**src/design/ssq_pkg.sv**
```systemverilog
// ----------------------------------------------------------------------------
// ssq_pkg - sustained state qualifier shared definitions
// Field widths, configuration register indexes, mode codes and the
// structures passed between the qualifier core and its update engine.
// ----------------------------------------------------------------------------
package ssq_pkg;

   localparam int TIME_BITS     = 32;
   localparam int MIN_BITS      = 16;
   localparam int MODE_BITS     = 2;
   localparam int CSR_IDX_BITS  = 2;
   localparam int CSR_DATA_BITS = 16;

   localparam int MODE_EITHER_BIT = 1;

   typedef enum logic [MODE_BITS-1:0] {
      MODE_SUSTAIN_TRUE  = 2'd0,
      MODE_SUSTAIN_FALSE = 2'd1,
      MODE_SUSTAIN_ANY   = 2'd2
   } watch_mode_type;

   typedef enum logic [CSR_IDX_BITS-1:0] {
      CSR_WATCH_MODE = 2'd0,
      CSR_MIN_CYCLES = 2'd1
   } csr_index_type;

   typedef struct packed {
      logic [MODE_BITS-1:0] watch_mode;
      logic [MIN_BITS-1:0]  min_cycles;
   } cfg_type;

   typedef struct packed {
      logic                 qualified;
      logic                 flipped;
      logic [TIME_BITS-1:0] change_time;
      logic                 valid_out;
   } result_type;

endpackage

```
**src/design/ssq_req_if.sv**
```systemverilog
// ----------------------------------------------------------------------------
// ssq_req_if - request channel
// Valid/ready channel carrying one sampled tick of the watched boolean.
// ----------------------------------------------------------------------------
interface ssq_req_if;
   logic                          valid;
   logic                          ready;
   logic                          watched_level;
   logic                          watched_valid;
   logic [ssq_pkg::TIME_BITS-1:0] timestamp;

   modport source (output valid, output watched_level, output watched_valid,
                   output timestamp, input ready);
   modport sink   (input valid, input watched_level, input watched_valid,
                   input timestamp, output ready);
endinterface

```
**src/design/ssq_rsp_if.sv**
```systemverilog
// ----------------------------------------------------------------------------
// ssq_rsp_if - response channel
// Valid/ready channel carrying the qualified state for one tick.
// ----------------------------------------------------------------------------
interface ssq_rsp_if;
   logic                          valid;
   logic                          ready;
   logic                          qualified;
   logic                          flipped;
   logic [ssq_pkg::TIME_BITS-1:0] change_time;
   logic                          valid_out;

   modport source (output valid, output qualified, output flipped,
                   output change_time, output valid_out, input ready);
   modport sink   (input valid, input qualified, input flipped,
                   input change_time, input valid_out, output ready);
endinterface

```
**src/design/ssq_engine.sv**
```systemverilog
// ----------------------------------------------------------------------------
// ssq_engine - persistence state update
// Holds the persistence counter, target level and qualified state and
// works out the next state and the response fields for each transaction.
// ----------------------------------------------------------------------------
module ssq_engine #(
   parameter int COUNT_WIDTH = 16,
   parameter int TIME_WIDTH  = 32
) (
   input  logic                          clock,
   input  logic                          reset,
   input  logic                          accept,
   input  logic                          level,
   input  logic                          level_valid,
   input  logic [ssq_pkg::TIME_BITS-1:0] now,
   input  ssq_pkg::cfg_type              cfg,
   output ssq_pkg::result_type           result
);

   localparam int TB     = ssq_pkg::TIME_BITS;
   localparam int TKEEP  = (TIME_WIDTH < TB) ? TIME_WIDTH : TB;
   localparam int CMP_W  = (COUNT_WIDTH > ssq_pkg::MIN_BITS) ? COUNT_WIDTH
                                                              : ssq_pkg::MIN_BITS;

   logic [COUNT_WIDTH-1:0] count_ff, count_in;
   logic                   target_ff, target_in;
   logic                   qualified_ff, qualified_in;
   logic                   flipped_ff, flipped_in;
   logic                   valid_prev_ff, valid_prev_in;
   logic                   first_tick_ff, first_tick_in;
   logic [TKEEP-1:0]       time_ff, time_in;

   logic                   either;
   logic                   target_now;
   logic [CMP_W-1:0]       min_ext, cnt_max_ext, limit_ext, count_ext;
   logic [CMP_W:0]         inc;
   logic [CMP_W-1:0]       count_next_ext;
   logic [COUNT_WIDTH-1:0] count_next;
   logic                   q_next, flip_next;

   always_comb begin
      either      = cfg.watch_mode[ssq_pkg::MODE_EITHER_BIT];
      target_now  = first_tick_ff
                    ? (either ? level
                              : (cfg.watch_mode == ssq_pkg::MODE_SUSTAIN_TRUE))
                    : target_ff;
      min_ext     = CMP_W'(cfg.min_cycles);
      cnt_max_ext = CMP_W'({COUNT_WIDTH{1'b1}});
      limit_ext   = (min_ext > cnt_max_ext) ? cnt_max_ext : min_ext;
      count_ext   = CMP_W'(count_ff);
      inc         = {1'b0, count_ext} + (CMP_W+1)'(1);
      if (level == target_now) begin
         count_next_ext = (inc > {1'b0, limit_ext}) ? limit_ext : inc[CMP_W-1:0];
      end else begin
         count_next_ext = '0;
      end
      count_next = count_next_ext[COUNT_WIDTH-1:0];
      q_next     = (count_next_ext >= min_ext);
      flip_next  = (q_next != qualified_ff);

      count_in      = count_ff;
      qualified_in  = qualified_ff;
      flipped_in    = flipped_ff;
      target_in     = target_now;
      time_in       = time_ff;
      valid_prev_in = level_valid;
      first_tick_in = 1'b0;
      if (level_valid) begin
         count_in     = count_next;
         qualified_in = q_next;
         flipped_in   = flip_next;
         if (flip_next && either) begin
            target_in = level;
         end
         if (flip_next || (level_valid != valid_prev_ff) || first_tick_ff) begin
            time_in = now[TKEEP-1:0];
         end
      end

      result.qualified   = qualified_in;
      result.flipped     = flipped_in;
      result.change_time = TB'(time_in);
      result.valid_out   = level_valid;
   end

   always_ff @(posedge clock) begin
      if (reset) begin
         count_ff      <= '0;
         target_ff     <= 1'b0;
         qualified_ff  <= 1'b0;
         flipped_ff    <= 1'b0;
         valid_prev_ff <= 1'b1;
         first_tick_ff <= 1'b1;
         time_ff       <= '0;
      end else if (accept) begin
         count_ff      <= count_in;
         target_ff     <= target_in;
         qualified_ff  <= qualified_in;
         flipped_ff    <= flipped_in;
         valid_prev_ff <= valid_prev_in;
         first_tick_ff <= first_tick_in;
         time_ff       <= time_in;
      end
   end

`ifndef NO_ASSERTIONS
   a_first_tick_on_accept: assert property (@(posedge clock) disable iff (reset)
      $fell(first_tick_ff) |-> $past(accept))
      else $error("first tick cleared without a transaction");

   a_invalid_holds: assert property (@(posedge clock) disable iff (reset)
      (accept && !level_valid) |=> ($stable(qualified_ff) && $stable(count_ff)
                                    && $stable(flipped_ff)))
      else $error("state moved on an invalid tick");

   a_flip_tracks: assert property (@(posedge clock) disable iff (reset)
      (accept && level_valid) |=> (flipped_ff == (qualified_ff != $past(qualified_ff))))
      else $error("flip flag does not match qualified change");
`endif

endmodule

```
**src/design/sustained_state_qualifier_core.sv**
```systemverilog
// ----------------------------------------------------------------------------
// sustained_state_qualifier_core - persistence debounce qualifier
// Qualifies a watched boolean once it has held its target level for a
// configured number of valid ticks, and tracks the time of the last change.
// ----------------------------------------------------------------------------
// The response is registered: response valid rises in the cycle after the
// request transaction. Throughput: one transaction per cycle; back-pressure
// on the response channel alone stalls it.
// Reset: synchronous; clears the counter, qualified, flipped and response
// valid, arms first-tick target capture, sets watch_mode 0 and min_cycles 1.
module sustained_state_qualifier_core #(
   parameter int COUNT_WIDTH = 16,
   parameter int TIME_WIDTH  = 32
) (
   input  logic                              clock,
   input  logic                              reset,
   ssq_req_if.sink                           req_chan,
   ssq_rsp_if.source                         rsp_chan,
   input  logic                              csr_we,
   input  logic [ssq_pkg::CSR_IDX_BITS-1:0]  csr_index,
   input  logic [ssq_pkg::CSR_DATA_BITS-1:0] csr_wdata
);

   ssq_pkg::cfg_type    cfg_ff;
   ssq_pkg::result_type eng_result;
   ssq_pkg::result_type rsp_data_ff;
   logic                rsp_valid_ff;
   logic                accept;

   always_ff @(posedge clock) begin
      if (reset) begin
         cfg_ff.watch_mode <= ssq_pkg::MODE_SUSTAIN_TRUE;
         cfg_ff.min_cycles <= ssq_pkg::MIN_BITS'(1);
      end else if (csr_we) begin
         unique case (ssq_pkg::csr_index_type'(csr_index))
            ssq_pkg::CSR_WATCH_MODE: begin
               cfg_ff.watch_mode <= csr_wdata[ssq_pkg::MODE_BITS-1:0];
            end
            ssq_pkg::CSR_MIN_CYCLES: begin
               cfg_ff.min_cycles <= csr_wdata[ssq_pkg::MIN_BITS-1:0];
            end
            default: begin
            end
         endcase
      end
   end

   assign req_chan.ready = !rsp_valid_ff || rsp_chan.ready;
   assign accept         = req_chan.valid && req_chan.ready && !reset;

   ssq_engine #(
      .COUNT_WIDTH (COUNT_WIDTH),
      .TIME_WIDTH  (TIME_WIDTH)
   ) u_engine (
      .clock       (clock),
      .reset       (reset),
      .accept      (accept),
      .level       (req_chan.watched_level),
      .level_valid (req_chan.watched_valid),
      .now         (req_chan.timestamp),
      .cfg         (cfg_ff),
      .result      (eng_result)
   );

   always_ff @(posedge clock) begin
      if (reset) begin
         rsp_valid_ff <= 1'b0;
      end else if (accept) begin
         rsp_valid_ff <= 1'b1;
      end else if (rsp_chan.ready) begin
         rsp_valid_ff <= 1'b0;
      end
   end

   always_ff @(posedge clock) begin
      if (accept) begin
         rsp_data_ff <= eng_result;
      end
   end

   assign rsp_chan.valid       = rsp_valid_ff;
   assign rsp_chan.qualified   = rsp_data_ff.qualified;
   assign rsp_chan.flipped     = rsp_data_ff.flipped;
   assign rsp_chan.change_time = rsp_data_ff.change_time;
   assign rsp_chan.valid_out   = rsp_data_ff.valid_out;

`ifndef NO_ASSERTIONS
   a_no_accept_when_full: assert property (@(posedge clock) disable iff (reset)
      (rsp_valid_ff && !rsp_chan.ready) |-> !req_chan.ready)
      else $error("request taken while response stalled");

   a_accept_gives_rsp: assert property (@(posedge clock) disable iff (reset)
      accept |=> rsp_valid_ff)
      else $error("transaction produced no response");

   a_drain_only_on_ready: assert property (@(posedge clock) disable iff (reset)
      $fell(rsp_valid_ff) |-> $past(rsp_chan.ready))
      else $error("response dropped without being taken");
`endif

endmodule

```
**src/flat_wrapper.sv**
```systemverilog
// flat-port wrapper written by rule: the top's interface ports become plain ports
module sustained_state_qualifier_core_flat 
#(
   parameter int COUNT_WIDTH = 16,
   parameter int TIME_WIDTH  = 32
)
  (clock, reset, csr_we, csr_index, csr_wdata, req_chan_valid, req_chan_watched_level, req_chan_watched_valid, req_chan_timestamp, req_chan_ready, rsp_chan_valid, rsp_chan_qualified, rsp_chan_flipped, rsp_chan_change_time, rsp_chan_valid_out, rsp_chan_ready);
  ssq_req_if req_chan_i ();
  ssq_rsp_if rsp_chan_i ();
  input  logic clock;
  input  logic reset;
  input  logic csr_we;
  input  logic [ssq_pkg::CSR_IDX_BITS-1:0] csr_index;
  input  logic [ssq_pkg::CSR_DATA_BITS-1:0] csr_wdata;
  input wire logic [$bits(req_chan_i.valid)-1:0] req_chan_valid;
  input wire logic [$bits(req_chan_i.watched_level)-1:0] req_chan_watched_level;
  input wire logic [$bits(req_chan_i.watched_valid)-1:0] req_chan_watched_valid;
  input wire logic [$bits(req_chan_i.timestamp)-1:0] req_chan_timestamp;
  output wire logic [$bits(req_chan_i.ready)-1:0] req_chan_ready;
  output wire logic [$bits(rsp_chan_i.valid)-1:0] rsp_chan_valid;
  output wire logic [$bits(rsp_chan_i.qualified)-1:0] rsp_chan_qualified;
  output wire logic [$bits(rsp_chan_i.flipped)-1:0] rsp_chan_flipped;
  output wire logic [$bits(rsp_chan_i.change_time)-1:0] rsp_chan_change_time;
  output wire logic [$bits(rsp_chan_i.valid_out)-1:0] rsp_chan_valid_out;
  input wire logic [$bits(rsp_chan_i.ready)-1:0] rsp_chan_ready;
  assign req_chan_i.valid = req_chan_valid;
  assign req_chan_i.watched_level = req_chan_watched_level;
  assign req_chan_i.watched_valid = req_chan_watched_valid;
  assign req_chan_i.timestamp = req_chan_timestamp;
  assign req_chan_ready = req_chan_i.ready;
  assign rsp_chan_valid = rsp_chan_i.valid;
  assign rsp_chan_qualified = rsp_chan_i.qualified;
  assign rsp_chan_flipped = rsp_chan_i.flipped;
  assign rsp_chan_change_time = rsp_chan_i.change_time;
  assign rsp_chan_valid_out = rsp_chan_i.valid_out;
  assign rsp_chan_i.ready = rsp_chan_ready;
  sustained_state_qualifier_core #(.COUNT_WIDTH(COUNT_WIDTH), .TIME_WIDTH(TIME_WIDTH)) u_core (.clock(clock), .reset(reset), .req_chan(req_chan_i), .rsp_chan(rsp_chan_i), .csr_we(csr_we), .csr_index(csr_index), .csr_wdata(csr_wdata));
endmodule
```
**config.mk**
```make
export PLATFORM = sky130hd
export DESIGN_NAME = sustained_state_qualifier_core_flat
export DESIGN_NICKNAME = d
export VERILOG_FILES = /design/src/design/ssq_pkg.sv /design/src/design/ssq_req_if.sv /design/src/design/ssq_rsp_if.sv /design/src/design/ssq_engine.sv /design/src/design/sustained_state_qualifier_core.sv /design/src/flat_wrapper.sv
export SDC_FILE = /design/constraint.sdc
export NUM_CORES = 1
export LEC_CHECK = 0
export BUFFER_PORTS_ARGS = -buffer_cell sky130_fd_sc_hd__buf_2
export CORE_ASPECT_RATIO = 1.2
export CORE_UTILIZATION = 45
export DETAILED_ROUTE_END_ITERATION = 10
export GPL_TIMING_DRIVEN = 0
export PLACE_DENSITY_LB_ADDON = 0.2
export SYNTH_ARGS = -nofsm -noshare
export SYNTH_HDL_FRONTEND = slang
export SYNTH_SLANG_ARGS = --single-unit
```
**constraint.sdc**
```tcl
create_clock -name clock -period 10.59 [get_ports clock]
set_input_delay 1.059 -clock clock [delete_from_list [all_inputs] [get_ports clock]]
set_output_delay 1.059 -clock clock [all_outputs]
set_load 0.01 [all_outputs]
```
==> flow_summary_export.csv <==
group,metric,value,unit
status,status,"finished with violations",
status,violations,"DRC",
synthesis,yosys.area_share.simple,17.1,%
synthesis,postSynthCellCount,720,
placement,dp_hpwl,13000,microns
sta,fin_setup_tns,0,ns
worst_setup_path,cp-start-kind,"flip-flop",
die,row_count,47,
die,start_util,46.6,%
sta,period_minus_slack,6.59,ns
route,drcViolationCount,4,
clocking,clock-root-buffer,"clkbuf_16",
sta,slew_headroom,41.2,%
route,route.antenna.remaining_nets,0,
sta,fin_skew,0.00806,ns
clocking,htreeDepth,3,
route,drtIter0Drc,285,
die,die_h,134,microns
worst_setup_path,crit_fanout,10,
synthesis,synthesis.area,6530,sq um
sta,hold_viol,0,
global_route,grt_pass1_vias,5878,
route,wl_met1,7160,microns
route,wl_met2,8850,microns
final_layout,nets,915,
clocking,clock-sinks,107,
synthesis,syn_nets,810,
clocking,cts_buffers,9,
sta,min_period_over_period,62.2,%
worst_setup_path,endpoint_kind,"flip-flop",
clocking,cts_resized,0,
synthesis,ys_types,54,
synthesis,synth_flop_cell,"dfxtp_1",
synthesis,yosys.area_share.adder,6.33,%
sta,setup_viol,0,
worst_hold_path,hp-start,"u_core.u_engine.valid_prev_ff",
global_route,antenna_found_initial,1,
synthesis,synth_top_family_by_area,"compound AO/OA/AOI/OAI gates",
clocking,clk_latency,0.35,ns
final_layout,layout_commonest_cell,"buf_2",
worst_setup_path,worstPathArrival,6.69,ns
die,dieArea,15000,sq um
placement,gp_congestion,0.891,
synthesis,syn_avg_cell_area,9.06,sq um
final_layout,multi_input_area,3600,sq um
worst_setup_path,r2r-end,"u_core.rsp_chan.change_time[31]",
worst_setup_path,cp.required,10.69,ns
route,dr_total_vias,5889,
global_route,grtUsageTotal,23.8,%
route,met3WireLength,1090,microns
route,routed_wl,17600,microns
synthesis,yosysWarnings,0,
clocking,post-cts-setup-buffer-count,0,
synthesis,synth_mux_area_share,7.86,%
clocking,cts.clk_slew.worst_paths,0.07,ns
global_route,grt_pass1_wl,28400,microns
clocking,cts_tree,"yes",
final_layout,final_cell_mix,"buf_2, nand2_1, dfxtp_1",
worst_setup_path,path_class,"reg -> reg",
sta,slew_violations,0,
sta,fmax,152,MHz
synthesis,yosysSeqAreaShare,38.2,%
worst_setup_path,r2r_slack,4.00,ns
die,num_io_pins,94,
route,top_layer,"met4",
placement,portBuffers,93,
worst_hold_path,holdPathStages,2,
sta,rsz0062_at_grt,"false",
clocking,max-clock-path-buffers,2,
clocking,cts_hold_buf,0,
run,drv_cap,0,
synthesis,ys_ff_latch,107,
synthesis,synth_edf_count,35,
worst_hold_path,hp-class,"reg -> reg",
worst_setup_path,worstRegToRegCells,20,
global_route,gr-total-overflow,0,
worst_hold_path,min_to,"u_core.u_engine.valid_prev_ff",
sta,max_slew.worst_pin.slew,0.882,ns
route,drt_pre_antenna_iters,8,
worst_setup_path,r2r_start,"u_core.u_engine.count_ext[0]",
synthesis,synth_compound_area_share,21.5,%
route,wl_per_cell,17.6,microns
die,fp.dieW,112,microns
synthesis,ys_async_sr_fraction,0,%
final_layout,final_layout_size_suffix_gt1_share,18.7,%
final_layout,fillers,1322,
die,core-area,14000,sq um
route,viasPerCell,5.88,
synthesis,synthXorXnorAreaFrac,2.28,%
final_layout,ff_latch_area,2490,sq um
global_route,grt_max_degree,29,
final_layout,syn2layout_area_growth,15.5,%
-- how the worst max path moves through the flow --
stage,from,endpoint,slack (ns),cells past startpoint
after global routing,u_core.u_engine.count_ext[0],u_core.rsp_chan.change_time[20],3.71,22
after global placement,u_core.u_engine.count_ext[0],u_core.rsp_chan.change_time[9],4.21,20
after detailed placement,u_core.u_engine.count_ext[0],u_core.rsp_chan.change_time[20],4.10,22
final,u_core.u_engine.count_ext[0],u_core.rsp_chan.change_time[31],4.00,20
after floorplan,u_core.u_engine.count_ext[0],u_core.rsp_chan.change_time[12],5.23,22
after CTS,u_core.u_engine.count_ext[0],u_core.rsp_chan.change_time[13],4.08,20
-- cell families (layout without fill, tap and decap cells) --
| family | Yosys count | count (layout) |
|---|---|---|
| compound gates | 193 | 193 |
| xor+xnor | 17 | 17 |
| fa+ha+maj | 33 | 33 |
| buf+inv | 105 | 215 |
| flops | 107 | 107 |
| mux | 38 | 38 |
| other cells | 0 | 1 |
| simple gates | 227 | 227 |
-- final cells by class --
class                           instances  share of cell area (%)
Clock buffer                           10                    3.17
Antenna cell                            1                  0.0332
Inverter                               51                    2.54
Clock inverter                          6                   0.814
Tap cell                              171                    2.84
Buffer                                 54                    3.24
Sequential cell                       107                    33.1
Multi-Input combinational cell        508                    47.8
Timing Repair Buffer                   94                    6.44
-- flip-flops by register name (all words and copies together), names as in the netlist --
name / flops
u_core.u_engine.time_ff: 32
u_core.u_engine.valid_prev_ff: 1
u_core.u_engine.target_ff: 1
u_core.rsp_chan.valid_out: 1
u_core.u_engine.count_ext: 16
u_core.rsp_chan.change_time: 32
u_core.rsp_chan.flipped: 1
u_core.u_engine.first_tick_ff: 1
u_core.rsp_chan.qualified: 1
u_core.rsp_chan.valid: 1
u_core.u_engine.flipped_ff: 1
u_core.u_engine.qualified_ff: 1
u_core.cfg_ff: 18
-- cells in the mapped netlist (11+ instances only) --
cell	number	share of area (%)
xnor2_1	13	1.7
nor2_1	15	0.86
ha_1	33	6.3
edfxtp_1	35	16
nand3_1	15	1.2
a211oi_1	35	4.0
o31ai_1	43	4.9
mux2_4	24	5.5
inv_1	51	2.9
clkbuf_1	40	2.3
a21oi_1	44	3.4
dfxtp_1	72	22
nor3_1	28	2.1
and2_1	32	3.1
o21ai_0	11	0.84
a221oi_1	32	4.3
nand2_1	96	5.5
-- stage by stage --
stage | cells | setup WS [ns] | util, % | hold WS [ns] | area (sq um)
after floorplan | 720 | 5.23 | - | 0.431 | 6530
after global placement | 984 | 4.21 | 51.5 | 0.443 | 7200
after detailed placement | 985 | 4.10 | 51.7 | 0.452 | 7230
after CTS | 1001 | 4.08 | 53.8 | 0.469 | 7530
after global routing | 1001 | 3.71 | 53.8 | 0.496 | 7530
final | 1002 | 4.00 | 53.8 | 0.469 | 7530
-- worst max-delay path, cell delays in order, from the launching register on --
cell       delay [ns]
dfxtp_1          0.48
ha_1             0.28
nand3_1          0.26
nor2_1           0.46
and3_1           0.23
xor2_1           0.09
ha_1             0.31
nand4_1          0.11
or4_1            0.59
a31o_1           0.28
a41o_1           0.33
buf_4            0.22
a21oi_1          0.22
nor3_1           0.10
ha_1             0.32
nand4_1          0.20
a2111oi_4        0.73
a2111o_1         0.29
nand4_2          0.24
buf_6            0.26
mux2_1           0.32
-- metal layers --
metal	GRT usage, %	up-vias
li1	-	2862
met1	27.1	2782
met2	42.2	199
met3	5.29	46
met4	11.0	0
met5	0	-
Power is not shown: default switching activity piles up to over one toggle a cycle in this logic, so the estimate is an artifact.
